==> config.mk <==
export PLATFORM = sky130hd
export DESIGN_NAME = decimal_number_property_unit
export DESIGN_NICKNAME = d
export VERILOG_FILES = /design/src/dnpu_pkg.sv /design/src/dnpu_ctrl.sv /design/src/dnpu_dpath.sv /design/src/decimal_number_property_unit.sv
export SDC_FILE = /design/constraint.sdc
export NUM_CORES = 1
export LEC_CHECK = 0
export ABC_AREA = 1
export BUFFER_PORTS_ARGS = -buffer_cell sky130_fd_sc_hd__buf_2
export CAP_MARGIN = 40
export CORE_ASPECT_RATIO = 1.25
export CORE_MARGIN = 3
export CORE_UTILIZATION = 30
export CTS_BUF_LIST = sky130_fd_sc_hd__clkbuf_8
export DETAILED_ROUTE_END_ITERATION = 6
export GPL_ROUTABILITY_DRIVEN = 0
export GPL_TIMING_DRIVEN = 1
export PLACE_DENSITY_LB_ADDON = 0.12
export SLEW_MARGIN = 20
export SYNTH_ARGS = -nofsm -noshare
export SYNTH_HDL_FRONTEND = slang
export SYNTH_SLANG_ARGS = --single-unit
==> constraint.sdc <==
create_clock -name clk -period 4.1 [get_ports clk]
set_input_delay 0.41 -clock clk [delete_from_list [all_inputs] [get_ports clk]]
set_output_delay 0.41 -clock clk [all_outputs]
set_load 0.02 [all_outputs]
==> src/dnpu_pkg.sv <==
// ----------------------------------------------------------------------------
// dnpu_pkg: shared definitions for the decimal number property unit
// Mode codes, controller states, command/status bundles and the digit cube
// table used by the datapath.
// ----------------------------------------------------------------------------
package dnpu_pkg;

  localparam int VALUE_BITS_DEF = 32;

  // stream payload widths (fields packed from bit 0, padded to whole bytes)
  localparam int IN_W  = 40;
  localparam int OUT_W = 8;

  localparam logic [2:0] MODE_PAL   = 3'd0;
  localparam logic [2:0] MODE_ARM   = 3'd1;
  localparam logic [2:0] MODE_PRIME = 3'd2;
  localparam logic [2:0] MODE_DSUM  = 3'd3;
  localparam logic [2:0] MODE_DCNT  = 3'd4;

  typedef enum logic [2:0] {
    ST_IDLE,
    ST_START,
    ST_PCHK,
    ST_DIV,
    ST_POST,
    ST_FINISH
  } state_t;

  typedef struct packed {
    logic load;
    logic div_init;
    logic div_step;
    logic digit_acc;
    logic prime_next;
    logic clr_prime;
    logic out_load;
  } cmd_t;

  typedef struct packed {
    logic mode_prime;
    logic mode_digit;
    logic t_zero;
    logic rem_zero;
    logic step_last;
    logic sq_gt;
    logic pr;
  } sts_t;

  function automatic logic [9:0] cube(input logic [3:0] d);
    logic [9:0] c;
    case (d)
      4'd0:    c = 10'd0;
      4'd1:    c = 10'd1;
      4'd2:    c = 10'd8;
      4'd3:    c = 10'd27;
      4'd4:    c = 10'd64;
      4'd5:    c = 10'd125;
      4'd6:    c = 10'd216;
      4'd7:    c = 10'd343;
      4'd8:    c = 10'd512;
      4'd9:    c = 10'd729;
      default: c = 10'd0;
    endcase
    return c;
  endfunction

endpackage

==> src/dnpu_ctrl.sv <==
// ----------------------------------------------------------------------------
// dnpu_ctrl: controller for the decimal number property unit
// Sequences digit extraction (staged divide by ten) and trial division
// (shift-subtract divider) and owns the input and output handshakes.
// ----------------------------------------------------------------------------
module dnpu_ctrl (
  input  logic            clk,
  input  logic            rst_n,
  input  logic            in_tvalid,
  output logic            in_tready,
  output logic            out_tvalid,
  input  logic            out_tready,
  input  dnpu_pkg::sts_t  sts,
  output dnpu_pkg::cmd_t  cmd
);

  dnpu_pkg::state_t state_r, state_nxt;
  logic             out_valid_r, out_valid_nxt;
  logic             out_free;

  assign out_free   = !out_valid_r || out_tready;
  assign in_tready  = (state_r == dnpu_pkg::ST_IDLE);
  assign out_tvalid = out_valid_r;

  always_comb begin
    state_nxt = state_r;
    case (state_r)
      dnpu_pkg::ST_IDLE: begin
        if (in_tvalid) state_nxt = dnpu_pkg::ST_START;
      end
      dnpu_pkg::ST_START: begin
        if (sts.mode_prime) begin
          state_nxt = sts.pr ? dnpu_pkg::ST_PCHK : dnpu_pkg::ST_FINISH;
        end else if (sts.mode_digit) begin
          state_nxt = sts.t_zero ? dnpu_pkg::ST_FINISH : dnpu_pkg::ST_DIV;
        end else begin
          state_nxt = dnpu_pkg::ST_FINISH;
        end
      end
      dnpu_pkg::ST_PCHK: begin
        state_nxt = sts.sq_gt ? dnpu_pkg::ST_FINISH : dnpu_pkg::ST_DIV;
      end
      dnpu_pkg::ST_DIV: begin
        if (sts.step_last) state_nxt = dnpu_pkg::ST_POST;
      end
      dnpu_pkg::ST_POST: begin
        if (sts.mode_prime) begin
          state_nxt = sts.rem_zero ? dnpu_pkg::ST_FINISH : dnpu_pkg::ST_PCHK;
        end else begin
          state_nxt = sts.t_zero ? dnpu_pkg::ST_FINISH : dnpu_pkg::ST_DIV;
        end
      end
      dnpu_pkg::ST_FINISH: begin
        if (out_free) state_nxt = dnpu_pkg::ST_IDLE;
      end
      default: state_nxt = dnpu_pkg::ST_IDLE;
    endcase
  end

  always_comb begin
    cmd = '0;
    case (state_r)
      dnpu_pkg::ST_IDLE:  cmd.load     = in_tvalid;
      dnpu_pkg::ST_PCHK:  cmd.div_init = !sts.sq_gt;
      dnpu_pkg::ST_DIV:   cmd.div_step = 1'b1;
      dnpu_pkg::ST_POST: begin
        if (sts.mode_prime) begin
          cmd.clr_prime  = sts.rem_zero;
          cmd.prime_next = !sts.rem_zero;
        end else begin
          cmd.digit_acc = 1'b1;
        end
      end
      dnpu_pkg::ST_FINISH: cmd.out_load = out_free;
      default: cmd = '0;
    endcase
  end

  // hold a finished result until the sink takes it
  always_comb begin
    out_valid_nxt = out_valid_r;
    if (cmd.out_load) begin
      out_valid_nxt = 1'b1;
    end else if (out_tready) begin
      out_valid_nxt = 1'b0;
    end
  end

  always_ff @(posedge clk) begin
    if (!rst_n) begin
      state_r     <= dnpu_pkg::ST_IDLE;
      out_valid_r <= 1'b0;
    end else begin
      state_r     <= state_nxt;
      out_valid_r <= out_valid_nxt;
    end
  end

`ifndef SYNTH
  a_idle_quiet: assert property (@(posedge clk) disable iff (!rst_n)
    (state_r == dnpu_pkg::ST_IDLE) |-> !(cmd.div_step || cmd.digit_acc || cmd.out_load))
    else $error("datapath command issued while idle");

  a_out_no_overwrite: assert property (@(posedge clk) disable iff (!rst_n)
    (out_valid_r && !out_tready) |-> !cmd.out_load)
    else $error("pending result overwritten");

  a_accept_starts: assert property (@(posedge clk) disable iff (!rst_n)
    (in_tvalid && in_tready) |=> (state_r == dnpu_pkg::ST_START))
    else $error("accepted transaction did not start processing");
`endif

endmodule

==> src/dnpu_dpath.sv <==
// ----------------------------------------------------------------------------
// dnpu_dpath: datapath for the decimal number property unit
// Staged shift-add divide by ten for digit extraction, shift-subtract
// divider for trial division, digit accumulators and the result register.
// ----------------------------------------------------------------------------
module dnpu_dpath #(
  parameter int VALUE_BITS = dnpu_pkg::VALUE_BITS_DEF
) (
  input  logic            clk,
  input  logic [2:0]      in_mode,
  input  logic [31:0]     in_value,
  input  dnpu_pkg::cmd_t  cmd,
  output dnpu_pkg::sts_t  sts,
  output logic            out_is_true,
  output logic [6:0]      out_amount
);

  localparam int PW   = VALUE_BITS - 1;               // magnitude bits
  localparam int ND   = (PW * 30103) / 100000 + 1;    // max decimal digits
  localparam int DW   = (PW + 1) / 2 + 1;             // trial divisor bits
  localparam int CNW  = $clog2(PW);
  localparam int RW   = PW + 4;                       // reversed value bits
  localparam int CW   = $clog2(ND * 729 + 1);
  localparam int SW   = $clog2(ND * 9 + 1);
  localparam int NW   = $clog2(ND + 1);
  localparam int EW   = (CW > PW) ? CW : PW;
  localparam int SWX  = (SW > 7) ? SW : 7;
  localparam int NWX  = (NW > 7) ? NW : 7;
  localparam int D10_STEPS = 8;                       // divide-by-ten stages

  logic          in_neg;
  logic [PW-1:0] in_mag;

  generate
    if (VALUE_BITS <= 32) begin : g_narrow
      assign in_neg = in_value[VALUE_BITS-1];
      assign in_mag = in_value[PW-1:0];
    end else begin : g_wide
      assign in_neg = in_value[31];
      assign in_mag = PW'(in_value[30:0]);
    end
  endgenerate

  logic [2:0]     mode_r;
  logic           neg_r;
  logic [PW-1:0]  p_r;
  logic           pr_r;
  logic [PW-1:0]  t_r;
  logic [PW-1:0]  q_r;
  logic [DW-1:0]  rem_r;
  logic [CNW-1:0] cnt_r;
  logic [DW-1:0]  d_r;
  logic [PW:0]    sq_r;
  logic [RW-1:0]  rev_r;
  logic [CW-1:0]  cub_r;
  logic [SW-1:0]  dsum_r;
  logic [NW-1:0]  ncnt_r;
  logic           is_true_r;
  logic [6:0]     amount_r;

  logic [DW:0]    rem_sh;
  logic           q_bit;
  logic [DW-1:0]  rem_nxt;
  logic [PW-1:0]  r_full;
  logic [3:0]     dig;
  logic [SWX-1:0] dsum_x;
  logic [NWX-1:0] ncnt_x;
  logic           flag_nxt;
  logic [6:0]     amount_nxt;

  assign rem_sh  = {rem_r, t_r[PW-1]};
  assign q_bit   = (rem_sh >= {1'b0, d_r});
  assign rem_nxt = q_bit ? DW'(rem_sh - {1'b0, d_r}) : rem_sh[DW-1:0];
  // t minus ten times the quotient estimate, lands in 0..19
  assign r_full  = t_r - (q_r << 3) - (q_r << 1);
  assign dig     = rem_r[3:0];
  assign dsum_x  = SWX'(dsum_r);
  assign ncnt_x  = NWX'(ncnt_r);

  always_comb begin
    flag_nxt   = 1'b0;
    amount_nxt = '0;
    case (mode_r)
      dnpu_pkg::MODE_PAL:   flag_nxt   = !neg_r && (rev_r == RW'(p_r));
      dnpu_pkg::MODE_ARM:   flag_nxt   = !neg_r && (EW'(cub_r) == EW'(p_r));
      dnpu_pkg::MODE_PRIME: flag_nxt   = pr_r;
      dnpu_pkg::MODE_DSUM:  amount_nxt = dsum_x[6:0];
      dnpu_pkg::MODE_DCNT:  amount_nxt = ncnt_x[6:0];
      default: begin
        flag_nxt   = 1'b0;
        amount_nxt = '0;
      end
    endcase
  end

  always_ff @(posedge clk) begin
    if (cmd.load) begin
      mode_r <= in_mode;
      neg_r  <= in_neg;
      p_r    <= in_mag;
      pr_r   <= !in_neg && (in_mag[PW-1:1] != '0);
      t_r    <= in_neg ? '0 : in_mag;
      rem_r  <= '0;
      cnt_r  <= '0;
      d_r    <= DW'(2);
      sq_r   <= (PW+1)'(4);
      rev_r  <= '0;
      cub_r  <= '0;
      dsum_r <= '0;
      ncnt_r <= '0;
    end
    if (cmd.div_init) begin
      t_r   <= p_r;
      rem_r <= '0;
      cnt_r <= '0;
    end
    if (cmd.div_step) begin
      cnt_r <= cnt_r + CNW'(1);
      if (mode_r == dnpu_pkg::MODE_PRIME) begin
        t_r   <= {t_r[PW-2:0], q_bit};
        rem_r <= rem_nxt;
      end else begin
        // t / 10 by reciprocal shift-add: estimate, scale, remainder, correction
        case (cnt_r)
          CNW'(0): q_r <= (t_r >> 1) + (t_r >> 2);
          CNW'(1): q_r <= q_r + (q_r >> 4);
          CNW'(2): q_r <= q_r + (q_r >> 8);
          CNW'(3): q_r <= q_r + (q_r >> 16);
          CNW'(4): q_r <= q_r + (q_r >> 32);
          CNW'(5): q_r <= q_r >> 3;
          CNW'(6): rem_r <= r_full[DW-1:0];
          CNW'(7): begin
            // estimate may be one low: fold the extra ten back in
            if (rem_r > DW'(9)) begin
              t_r   <= q_r + PW'(1);
              rem_r <= rem_r - DW'(10);
            end else begin
              t_r <= q_r;
            end
          end
          default: ;
        endcase
      end
    end
    if (cmd.digit_acc) begin
      rev_r  <= (rev_r << 3) + (rev_r << 1) + RW'(dig);
      cub_r  <= cub_r + CW'(dnpu_pkg::cube(dig));
      dsum_r <= dsum_r + SW'(dig);
      ncnt_r <= ncnt_r + NW'(1);
      rem_r  <= '0;
      cnt_r  <= '0;
    end
    // advance to the next trial divisor: (d+1)^2 = d^2 + 2d + 1
    if (cmd.prime_next) begin
      d_r  <= d_r + DW'(1);
      sq_r <= sq_r + (PW+1)'({d_r, 1'b1});
    end
    if (cmd.clr_prime) begin
      pr_r <= 1'b0;
    end
    if (cmd.out_load) begin
      is_true_r <= flag_nxt;
      amount_r  <= amount_nxt;
    end
  end

  always_comb begin
    sts.mode_prime = (mode_r == dnpu_pkg::MODE_PRIME);
    sts.mode_digit = (mode_r == dnpu_pkg::MODE_PAL)  || (mode_r == dnpu_pkg::MODE_ARM) ||
                     (mode_r == dnpu_pkg::MODE_DSUM) || (mode_r == dnpu_pkg::MODE_DCNT);
    sts.t_zero     = (t_r == '0);
    sts.rem_zero   = (rem_r == '0);
    sts.step_last  = (mode_r == dnpu_pkg::MODE_PRIME) ? (cnt_r == CNW'(PW - 1))
                                                      : (cnt_r == CNW'(D10_STEPS - 1));
    sts.sq_gt      = (sq_r > {1'b0, p_r});
    sts.pr         = pr_r;
  end

  assign out_is_true = is_true_r;
  assign out_amount  = amount_r;

endmodule

==> src/decimal_number_property_unit.sv <==
// Digit modes: each decimal digit takes 8 divide-by-ten stages and an accumulate;
//   zero or negative values skip digit extraction.
// Prime mode: a check, a divide and a post step per trial divisor, divisors 2..floor(sqrt(n));
//   worst case for 32 bits about 46341 trial divisors.
// Throughput: one transaction at a time; the next is taken once the result is queued.
// Reset: rst_n synchronous, active low; clears the controller and output valid.
// ----------------------------------------------------------------------------
// decimal_number_property_unit: decimal digit properties and primality
// Palindrome, Armstrong, trial-division prime test, digit sum and digit
// count of a signed integer, over stream input and output channels.
// ----------------------------------------------------------------------------
module decimal_number_property_unit #(
  parameter int VALUE_BITS = dnpu_pkg::VALUE_BITS_DEF
) (
  input  logic                      clk,
  input  logic                      rst_n,
  input  logic                      in_tvalid,
  output logic                      in_tready,
  input  logic [dnpu_pkg::IN_W-1:0]  in_tdata,   // [2:0] mode, [34:3] value, rest zero
  output logic                      out_tvalid,
  input  logic                      out_tready,
  output logic [dnpu_pkg::OUT_W-1:0] out_tdata   // [0] is_true, [7:1] amount
);

  dnpu_pkg::cmd_t cmd;
  dnpu_pkg::sts_t sts;
  logic           res_is_true;
  logic [6:0]     res_amount;

  dnpu_ctrl u_ctrl (
    .clk        (clk),
    .rst_n      (rst_n),
    .in_tvalid  (in_tvalid),
    .in_tready  (in_tready),
    .out_tvalid (out_tvalid),
    .out_tready (out_tready),
    .sts        (sts),
    .cmd        (cmd)
  );

  dnpu_dpath #(
    .VALUE_BITS (VALUE_BITS)
  ) u_dpath (
    .clk         (clk),
    .in_mode     (in_tdata[2:0]),
    .in_value    (in_tdata[34:3]),
    .cmd         (cmd),
    .sts         (sts),
    .out_is_true (res_is_true),
    .out_amount  (res_amount)
  );

  assign out_tdata = {res_amount, res_is_true};

endmodule
==> metrics.md <==
| Metric | Value |
|---|---|
| Die Height | `319 um` |
| Max layer used | `met4` |
| GRT Overall Usage | `21.4%` |
| Post-synthesis sequential area ratio | `28.9%` |
| Area leader, netlist | `edfxtp_1` |
| CTS tree | `built` |
| Via density | `5.13` |
| Met2 wire len | `44600 um` |
| Top-count cell post-synth | `nand2_1` |
| DP HPWL | `71900 um` |
| Yosys top cell area share | `23.2%` |
| RSZ-0062 raised after global routing | `no` |
| Die width | `257 um` |
| CTS Buffer Depth | `3` |
| Wire length on met1 | `38500 um` |
| Worst endpoint required time | `4540 ps` |
| CTS clk-pin slew, worst paths | `60 ps` |
| Crit. End Element | `register` |
| Seq cells post-synth | `250` |
| Initial antenna violation count | `3` |
| Area after DPL | `0.0253 mm^2` |
| Post-synth cell types | `67` |
| Final hold violations | `0` |
| DR vias | `22800` |
| Post-place setup slack | `234 ps` |
| Post-route cell area | `0.0268 mm^2` |
| Clock Skews | `35.5 ps` |
| Synth Flop Type | `edfxtp_1` |
| First-pass GRT wire length | `136000 um` |
| DRT antenna net count | `0` |
| Core area | `0.0776 mm^2` |
| Synthesis warning total | `0` |
| Syn_nets | `3531` |
| Final worst slack | `457 ps` |
| Tightest Pin Transition | `812 ps` |
| DRC errors left | `0` |
| Hold_ws | `286 ps` |
| Final setup TNS | `0 ps` |
| DIE AREA | `0.0820 mm^2` |
| Post-synth ARST share | `0%` |
| Storage cell area | `0.00683 mm^2` |
| Share of layout cells above drive strength 1 | `8.43%` |
| Initial Utilization | `30.4%` |
| Nets | `3660` |
| Num rows | `114` |
| Drt pass-1 iters | `6` |
| DR iter-0 viols | `1252` |
| Largest net degree at the start of global routing | `58` |
| Max Cap Viol | `0` |
| Clock H-tree levels | `2` |
| Fin crit share | `88.9%` |
| List of most frequent post-synthesis cells | `nand2_1 (642), inv_1 (381), a21oi_1 (328)` |
| Slew HR | `45.7%` |
| P per Cell Area | `665 mW/mm^2` |
| Arr. time, crit path | `4090 ps` |
| Post-route minimum period | `3640 ps` |
| Port bufs | `48` |
| # IOs | `54` |
| Mapped Area | `0.0236 mm^2` |
| Leakage | `11.8 nW` |
| Multi-input gate area | `0.0149 mm^2` |
| Cells after Synth | `3220` |
| Vias in the first global route | `22800` |
| Startpoint types | `register` |
| Number of flops mapped to enable cells by yosys | `182` |
| Maximum VDD drop | `0.541 mV` |
| Syn avg cell area | `7.32 um^2` |
| Max Fclk | `274 MHz` |
| # fillers | `8551` |
| Drt total wl | `89500 um` |
| Min-delay worst type | `in -> reg` |
| Grt total ovfl | `0` |
| Crit path max fanout | `16` |
| Final setup violating endpoints | `0` |
| Clk_lat worst skew | `700 ps` |
| Outcome | `completed` |
| Critical path class | `reg -> reg` |
| Max-slew violation count | `0` |
| Routed wire per std cell | `20.2 um` |
| Clock sink total | `250` |
| Met3 wire length | `2880 um` |
| Layout area overhead | `13.6%` |
| Power Total | `17.8 mW` |
| Clock root buffer | `clkbuf_8` |
| Synth top area cells | `edfxtp_1 (23%), ha_1 (13%), nand2_1 (10%)` |
| Total CTS buffers | `52` |
[kinds of logic (layout without fill, tap and decap cells)]
family | after synthesis | in the layout | synth area share [%]
AND/OR/NAND/NOR | 1292 | 1292 | 24.3
AO/OA/AOI/OAI | 835 | 835 | 20.3
buffers and inverters | 477 | 650 | 7.89
adder cells (fa/ha/maj) | 267 | 267 | 14.8
flip-flops | 250 | 250 | 28.9
XOR/XNOR | 91 | 91 | 3.38
multiplexers | 8 | 8 | 0.340
other | 0 | 1 | 0
[layer usage]
layer	global-route usage, %	vias up
met5	0	-
met4	7.97	0
met3	2.21	153
met2	38.9	471
met1	26.1	10700
li1	-	11500
[sequential cells by signal, summed over array words and instances (netlist names), 7 cells and up, named ones only]
| register | cells |
|---|---|
| u_dpath.cub_r | 13 |
| u_dpath.q_r | 31 |
| u_dpath.t_r | 31 |
| u_dpath.d_r | 17 |
| u_dpath.rev_r | 35 |
| u_dpath.dsum_r | 7 |
| u_dpath.out_amount | 7 |
| u_dpath.rem_r | 17 |
| u_dpath.sq_r | 32 |
| u_dpath.p_r | 31 |
[power by group]
part	switching [mW]	internal, mW	total, mW
combinational	6.83	3.37	10.2
clock	1.35	1.69	3.04
sequential	0.838	3.74	4.58
total	9.02	8.81	17.8
[cells in the final DEF (no fill, tap or decap), types with 26 or more instances in the layout]
master and n:
a21oi_1 327, buf_2 49, buf_4 53, clkbuf_8 58, dfxtp_1 68, dlygate4sd3_1 37
edfxtp_1 182, ha_1 246, inv_1 392, inv_2 27, nand2_1 640, nand3_1 152
nand4_1 60, nor2_1 274, nor3_1 54, nor4_1 29, o211ai_1 61, o21ai_0 263
o22ai_1 32, xnor2_1 26, xor2_1 65
[metrics by stage]
step	std cells	utilization (%)
6_report	4438	34.5
5_1_grt	4438	34.5
4_1_cts	4437	34.5
3_5_place_dp	4302	32.6
3_3_place_gp	4301	32.6
2_1_floorplan	3220	-
[worst max-delay path: stages (launching register included)]
cell and delay, ps:
dfxtp_1 420, inv_1 110, ha_1 220, inv_1 80
nor2_1 80, nor2_4 310, nand2_1 90, o221ai_1 80
ha_1 210, inv_1 60, fa_1 380, inv_1 140
nand3_1 90, nand3_1 190, a21oi_2 120, o21ai_2 190
nand2_1 130, nand2_1 150, nand2_1 70, nand2_1 80
a21oi_1 60, o21ai_0 90, nand2_1 60
[worst paths after layout]
check | startpoint | end | slack (ps) | cells past startpoint
min | in_tvalid | u_ctrl.state_r[0] | 290 | 5
min reg2reg | u_dpath.cnt_r[1] | u_dpath.cnt_r[1] | 530 | 2
max reg2reg | u_dpath.cnt_r[0] | u_dpath.q_r[28] | 460 | 22
max | u_dpath.cnt_r[0] | u_dpath.q_r[28] | 460 | 22
[layout make-up]
cell class                 instances  share of cell area (%)
clock inverter                    40                    1.30
inverter                         411                    5.76
antenna                            1                 0.00934
multi-input combinational       2493                    55.7
clock buffer                      58                    2.98
timing repair buffer             141                    3.93
sequential                       250                    25.5
tap                             1044                    4.88
[timing repair]
| action | in CTS | in global routing |
|---|---|---|
| setup endpoints to repair | 0 | 3 |
| setup buffers | 0 | 0 |
| endpoints found under the hold margin | 39 | 0 |
| gates resized for setup | 0 | 4 |
| hold buffers | 37 | 0 |
Power figures use the tool's default switching activity.
